File: src/sv/text_glyph_blitter_8x16_assert.svh
// ----------------------------------------------------------------------------
// text glyph blitter assertion macros
// Property macros shared by the blitter RTL, compiled out with ASSERT_OFF.
// ----------------------------------------------------------------------------
`ifndef TEXT_GLYPH_BLITTER_8X16_ASSERT_SVH
`define TEXT_GLYPH_BLITTER_8X16_ASSERT_SVH

`ifndef ASSERT_OFF

// same-cycle implication under reset
`define TGB_ASSERT_IMP(lbl, clk, rstn, ante, cons, msg) \
  lbl: assert property (@(posedge clk) disable iff (!rstn) (ante) |-> (cons)) \
    else $error(msg);

// next-cycle implication under reset
`define TGB_ASSERT_NXT(lbl, clk, rstn, ante, cons, msg) \
  lbl: assert property (@(posedge clk) disable iff (!rstn) (ante) |=> (cons)) \
    else $error(msg);

`else

`define TGB_ASSERT_IMP(lbl, clk, rstn, ante, cons, msg)
`define TGB_ASSERT_NXT(lbl, clk, rstn, ante, cons, msg)

`endif

`endif

File: src/sv/tgb8x16_pkg.sv
// ----------------------------------------------------------------------------
// tgb8x16_pkg
// Beat types, operation and register codes and color helpers of the blitter.
// ----------------------------------------------------------------------------
package tgb8x16_pkg;

  // operation codes
  localparam logic [1:0] OP_LOAD  = 2'd0;
  localparam logic [1:0] OP_PLACE = 2'd1;
  localparam logic [1:0] OP_DRAW  = 2'd2;

  // configuration register indexes
  localparam logic [3:0] CFG_SCREEN_WIDTH = 4'd0;
  localparam logic [3:0] CFG_PIXEL_FORMAT = 4'd1;

  // pixel format codes
  localparam logic [1:0] FMT_8BPP  = 2'd0;
  localparam logic [1:0] FMT_16BPP = 2'd1;
  localparam logic [1:0] FMT_32BPP = 2'd2;

  localparam logic [7:0]  NEWLINE_CODE   = 8'h0A;
  localparam logic [11:0] WIDTH_RESET    = 12'd800;
  localparam logic [11:0] GLYPH_ADVANCE  = 12'd8;

  // input beat
  typedef struct packed {
    logic [1:0]  operation;
    logic [11:0] font_index;
    logic [7:0]  font_byte;
    logic [11:0] pos_x;
    logic [11:0] pos_y;
    logic [7:0]  char_code;
    logic [31:0] color;
  } in_beat_t;

  // output beat
  typedef struct packed {
    logic [23:0] row_address;
    logic [31:0] pixel_0;
    logic [31:0] pixel_1;
    logic [31:0] pixel_2;
    logic [31:0] pixel_3;
    logic [31:0] pixel_4;
    logic [31:0] pixel_5;
    logic [31:0] pixel_6;
    logic [31:0] pixel_7;
    logic        last_row;
  } out_beat_t;

  // request into the row address unit
  typedef struct packed {
    logic [11:0] row;
    logic [11:0] width;
    logic [11:0] col;
    logic [1:0]  shift;
  } row_req_t;

  // log2 of bytes per pixel
  function automatic logic [1:0] bpp_shift(input logic [1:0] fmt);
    logic [1:0] s;
    case (fmt)
      FMT_8BPP:  s = 2'd0;
      FMT_16BPP: s = 2'd1;
      default:   s = 2'd2;
    endcase
    return s;
  endfunction

  // foreground color in output format
  function automatic logic [31:0] convert_color(input logic [31:0] c,
                                                input logic [1:0]  fmt);
    logic [31:0] v;
    case (fmt)
      FMT_8BPP:  v = {24'd0, c[7:0]};
      FMT_16BPP: v = {16'd0, c[23:19], c[15:10], c[7:3]};
      default:   v = c;
    endcase
    return v;
  endfunction

endpackage

File: src/sv/tgb8x16_row_unit.sv
// ----------------------------------------------------------------------------
// tgb8x16_row_unit
// Shared row address unit: row times width, plus column, scaled to bytes.
// ----------------------------------------------------------------------------
module tgb8x16_row_unit (
  input  logic                   clk_i,
  input  logic                   en_i,
  input  tgb8x16_pkg::row_req_t  req_i,
  output logic [23:0]            addr_o
);

  logic [23:0] prod_q;
  logic [11:0] col_q;
  logic [1:0]  shift_q;
  logic [23:0] sum;

  // multiply stage, one row per enable
  always_ff @(posedge clk_i) begin
    if (en_i) begin
      prod_q  <= {12'd0, req_i.row} * {12'd0, req_i.width};
      col_q   <= req_i.col;
      shift_q <= req_i.shift;
    end
  end

  // add column and scale by bytes per pixel, wrapping at 24 bits
  assign sum    = prod_q + {12'd0, col_q};
  assign addr_o = sum << shift_q;

endmodule

File: config.mk
export PLATFORM = sky130hd
export DESIGN_NAME = tgb8x16_row_unit
export DESIGN_NICKNAME = d
export VERILOG_FILES = /design/src/sv/text_glyph_blitter_8x16_assert.svh /design/src/sv/tgb8x16_pkg.sv /design/src/sv/tgb8x16_row_unit.sv
export SDC_FILE = /design/constraint.sdc
export NUM_CORES = 1
export LEC_CHECK = 0
export BUFFER_PORTS_ARGS = -buffer_cell sky130_fd_sc_hd__buf_2
export CAP_MARGIN = 20
export CORE_MARGIN = 3
export CORE_UTILIZATION = 60
export DETAILED_ROUTE_END_ITERATION = 10
export GPL_ROUTABILITY_DRIVEN = 1
export GPL_TIMING_DRIVEN = 1
export PLACE_DENSITY = 0.8
export RECOVER_POWER = 100
export SLEW_MARGIN = 20
export SYNTH_ARGS = -nofsm -noshare
export SYNTH_HDL_FRONTEND = slang
export SYNTH_SLANG_ARGS = --single-unit
File: constraint.sdc
create_clock -name clk_i -period 8.5 [get_ports clk_i]
set_input_delay 1.7 -clock clk_i [delete_from_list [all_inputs] [get_ports clk_i]]
set_output_delay 1.7 -clock clk_i [all_outputs]
set_load 0.02 [all_outputs]
=== After elaboration in Yosys (flattened, before gate mapping) ===
Cells that the tools add are included.

* Flip-flop bits (word level): 38
* Input port bits: 40
* Output and inout bits: 24
* Word-level logic and storage cells: 6

* Add/sub/neg operators: 1
* Multipliers: 1
* Shifts and indexed selects: 1

{| class="wikitable"
|+ Operators by type and width
! kind !! number
|-
| adder 24 x 12 -> 24 bit || 1
|-
| multiplier 12 x 12 -> 24 bit || 1
|-
| << shifter 24 x 2 -> 24 bit || 1
|}

=== Depth between registers and ports, before layout ===
* Word-level depth: 2
* Mapped depth: 21
* Depth with buffers taken out: 20

=== Worst setup path after synthesis ===
No wires, ideal clock.

* Kind: input -> register
* From: input port req_i[17] (netlist bit)
* To: register prod_q[21] (data pin)
* Setup time: 258 ps
* Data arrival time: 6220 ps
* Required time: 8242 ps
* Setup slack: 2022 ps
* Stages on the path: 19
* Path buffers: 1
* Cell sequence: clkbuf_1 -> nand2_1 -> fa_1 -> fa_1 -> fa_1 -> inv_1 -> fa_1 -> inv_1 -> fa_1 -> inv_1 -> ha_1 -> or3_1 -> nor2_1 -> o211ai_1 -> a31oi_1 -> o21ai_0 -> a21o_1 -> a21oi_1 -> xnor2_1

* Longest elaborated chain between the ends: 1

{| class="wikitable"
|+ Ends and longest elaborated chain
! item !! line !! RTL
|-
| from (decl) || tgb8x16_row_unit.sv:8 || <nowiki>input tgb8x16_pkg::row_req_t req_i,</nowiki>
|-
| multiplier 12 x 12 -> 24 bit || tgb8x16_row_unit.sv:20 || <nowiki>prod_q <= {12'd0, req_i.row} * {12'd0, req_i.width};</nowiki>
|-
| to (signal assigned) || tgb8x16_row_unit.sv:20 ||
|-
| to (decl) || tgb8x16_row_unit.sv:12 || <nowiki>logic [23:0] prod_q;</nowiki>
|}

Every way passes these cells.
A chain may end at the register's enable or synchronous reset.

=== Worst setup path after layout ===
* From: input port req_i[30] (netlist bit)
* To: register prod_q[21] (data pin)

Same word-level chain as after synthesis.

==> flow_summary.json <==
{
  "yosysWarnings": 0,
  "via_count_of_the_first_global_routing_pass": 5545,
  "placed_cells": 974,
  "clk_path_buf_depth": 2,
  "ant_diodes": 0,
  "synth-adder-area-share_pct": 40.9,
  "post_cts_setup_driven_buffer_insertion_count": 0,
  "dp_slack_ns": 1.67,
  "fin_setup_tns_ns": 0,
  "design.portCount": 64,
  "gpl.final_weighted_congestion": 0.937,
  "cellPowerDensity_mw_per_mm2": 330,
  "clock_root_buffer_master": "sky130_fd_sc_hd__clkbuf_16",
  "grt_max_degree": 40,
  "grt.overflow.total": 0,
  "synth_compound_area_share_pct": 10.1,
  "postSynthAreaPerCell_um2": 9.00,
  "worst_ir_drop_vdd_mv": 0.190,
  "hold_path.class": "input pin to flip-flop",
  "asyncSetResetFlopFracSynth_pct": 0,
  "die_width_um": 116,
  "highest_clock_rate_mhz": 146,
  "slew_viol_final": 39,
  "p_seq_share_pct": 15.7,
  "intPower_mw": 1.28,
  "crit_required_ns": 8.52,
  "final-instance-count-excl-fill": 981,
  "synth_fp_nets": 1015,
  "post-route-drc-count": 0,
  "worst-path-max-fanout": 12,
  "yosysMostFrequentCell": "sky130_fd_sc_hd__inv_1",
  "startpoint_type": "input pin",
  "post_synth_most_frequent_cells": "145 x sky130_fd_sc_hd__inv_1, 114 x sky130_fd_sc_hd__nand2_1, 101 x sky130_fd_sc_hd__fa_1, 74 x sky130_fd_sc_hd__ha_1, 65 x sky130_fd_sc_hd__and2_1",
  "placeableCoreArea_mm2": 0.0116,
  "cts.hold.buffers_added": 0,
  "slew_headroom_pct": -25.6,
  "total_leakage_power_nw": 3.78,
  "synth_edf_count": 38,
  "nFillCells": 952,
  "timing.final.crit_period_ns": 6.83,
  "report.final.hold_viol_count": 0,
  "synth_top_cell_by_area": "sky130_fd_sc_hd__fa_1",
  "hpwl_dp_mm": 12.5,
  "grt_antenna_before_repair": 0,
  "unrepaired_setup_endpoints_after_global_routing": "no",
  "floorplan.die_area_mm2": 0.0134,
  "timing.final.ws_setup_ns": 1.67,
  "synth-main-ff-cell": "sky130_fd_sc_hd__edfxtp_1",
  "total_switching_power_mw": 1.25,
  "kind_of_end_point_of_the_critical_path": "flip-flop",
  "post_route_cells_drive_above_1_share_pct": 6.21,
  "synthDominantCellAreaShare_pct": 28.1,
  "areaGrowthSynthToFinish_pct": 6.52,
  "synthXorXnorAreaFrac_pct": 3.89,
  "route.detailed.wl_per_inst_um": 15.3,
  "combinationalPowerShare_pct": 76.5,
  "run_status": "finished with violations",
  "post_synth_num_cell_types": 59,
  "period_share_pct": 80.3,
  "largest_family_of_logic_cells_by_synthesized_area": "adder cells",
  "clkSinkCount": 38,
  "timing_worst_slew_pin_value_ns": 1.88,
  "cts_tree": "done",
  "buffer_ports.inserted": 63,
  "synth.ff_latch_count": 38,
  "firstDrtPassIters": 5,
  "numCtsBuffers": 5,
  "htreeDepth": 2,
  "synthesis.instances": 800,
  "die-height_um": 116,
  "path_clk_slew_ns": 0.06,
  "cts_repair_resize_count": 0,
  "global_route_wire_length_before_repair_mm": 25.3,
  "crit_type": "input pin to flip-flop",
  "crit_arrival_ns": 6.85,
  "dr.first_iter.drc_count": 321,
  "drt_wl_total_mm": 15.0,
  "nNetsFinal": 1053,
  "gr_usage_total_pct": 23.4,
  "synthSimpleGateAreaFrac_pct": 16.9,
  "core.rowCount": 39,
  "starting_utilization_of_the_core_area_pct": 62.3,
  "yosys-top-cells-area": "sky130_fd_sc_hd__fa_1 28%, sky130_fd_sc_hd__edfxtp_1 16%, sky130_fd_sc_hd__ha_1 13%",
  "clock_power_share_pct": 7.9,
  "remaining_number_of_nets_flagged_by_the_antenna_check_after_routing": 0,
  "via_per_inst": 5.61,
  "setup_viol": 0,
  "mappedNetlistArea_mm2": 0.00720,
  "violated_checks": "capacitance limit, slew limit",
  "synth_seq_area_share_pct": 15.8,
  "post_synth_mux_area_share_pct": 2.99,
  "maxCapViolations": 1,
  "vias": 5506,
  "sw_frac_of_total_pct": 49.3
}
==> through the flow <==
| stage | cell area (um2) | hold WS [ns] | power (mW) | util (%) |
|---|---|---|---|---|
| global placement | 7580 | 1.88 | 2.28 | 65.5 |
| CTS | 7740 | 1.59 | 2.56 | 66.9 |
| finish | 7670 | 1.59 | 2.53 | 66.3 |
| detailed placement | 7580 | 1.88 | 2.35 | 65.5 |
| global route | 7670 | 1.59 | 2.82 | 66.3 |
| floorplan | 7200 | 1.80 | 1.92 | - |
==> cell families (layout without fill, tap and decap cells) <==
family                     Yosys count  after routing
muxes                               21             21
xor gates and xnor gates            32             32
AOI/OAI and AO/OA                  103            103
and+or+nand+nor                    252            252
adders and majority gates          175            175
buffers and inverters              179            217
DFF                                 38             38
==> area by class of cell <==
type	count	area [um2]	area share, %
multi-input combinational	583	5350	69.8
sequential	38	1140	14.9
inverter	146	548	7.15
timing repair buffer	64	289	3.77
tap	143	179	2.33
clock buffer	5	125	1.63
clock inverter	2	33.8	0.440
==> worst max-delay path, cell delays in order <==
cell and delay [ns]:
sky130_fd_sc_hd__clkbuf_1 0.46, sky130_fd_sc_hd__nand2_1 0.16, sky130_fd_sc_hd__fa_1 0.50, sky130_fd_sc_hd__fa_1 0.44, sky130_fd_sc_hd__inv_1 0.08, sky130_fd_sc_hd__fa_1 0.44
sky130_fd_sc_hd__fa_1 0.54, sky130_fd_sc_hd__inv_1 0.05, sky130_fd_sc_hd__fa_1 0.47, sky130_fd_sc_hd__inv_1 0.04, sky130_fd_sc_hd__ha_1 0.21, sky130_fd_sc_hd__or3_1 0.44
sky130_fd_sc_hd__nor2_1 0.17, sky130_fd_sc_hd__o211ai_1 0.15, sky130_fd_sc_hd__a31oi_1 0.27, sky130_fd_sc_hd__o21ai_0 0.24, sky130_fd_sc_hd__a21o_1 0.23, sky130_fd_sc_hd__a21oi_1 0.18
sky130_fd_sc_hd__xnor2_1 0.08
==> layout by cell type, fill, tap and decap left out, drive strengths merged, types with 5 or more instances in the layout <==
cell,Yosys,final
inv,146,146
nand2,114,114
fa,101,101
ha,74,74
and2,65,65
edfxtp,38,38
buf,1,37
clkbuf,32,32
nor2,29,29
a21oi,24,24
o21ai,22,22
xnor2,21,21
mux2i,17,17
xor2,11,11
nor3,10,10
a21o,8,8
a31oi,8,8
nand3,7,7
o21a,6,6
nand4,5,5
==> power by group through the flow <==
stage / combinational [mW] / sequential (mW) / clock (mW)
2_1_floorplan: 1.53 / 0.381 / 0
3_3_place_gp: 1.88 / 0.397 / 0
3_5_place_dp: 1.95 / 0.399 / 0
4_1_cts: 1.97 / 0.396 / 0.203
5_1_grt: 2.21 / 0.404 / 0.209
6_report: 1.94 / 0.397 / 0.199
==> routing by layer <==
metal	global-route usage, %	up-vias	wire (um)
li1	-	2655	-
met1	32.1	2629	6570
met2	40.7	204	7370
met3	1.36	18	918
met4	6.03	0	163
met5	0	-	0
==> flip-flops by register name, summed over array words and instances, names as in the netlist <==
register	count
prod_q	24
shift_q	2
col_q	12
==> final timing paths <==
check | startpoint | endpoint | slack (ns) | depth (start not counted)
setup / recovery | req_i[30] | prod_q[21] | 1.67 | 19
hold / removal | req_i[6] | col_q[4] | 1.59 | 1
No activity file was read; power rests on OpenSTA's default activity.
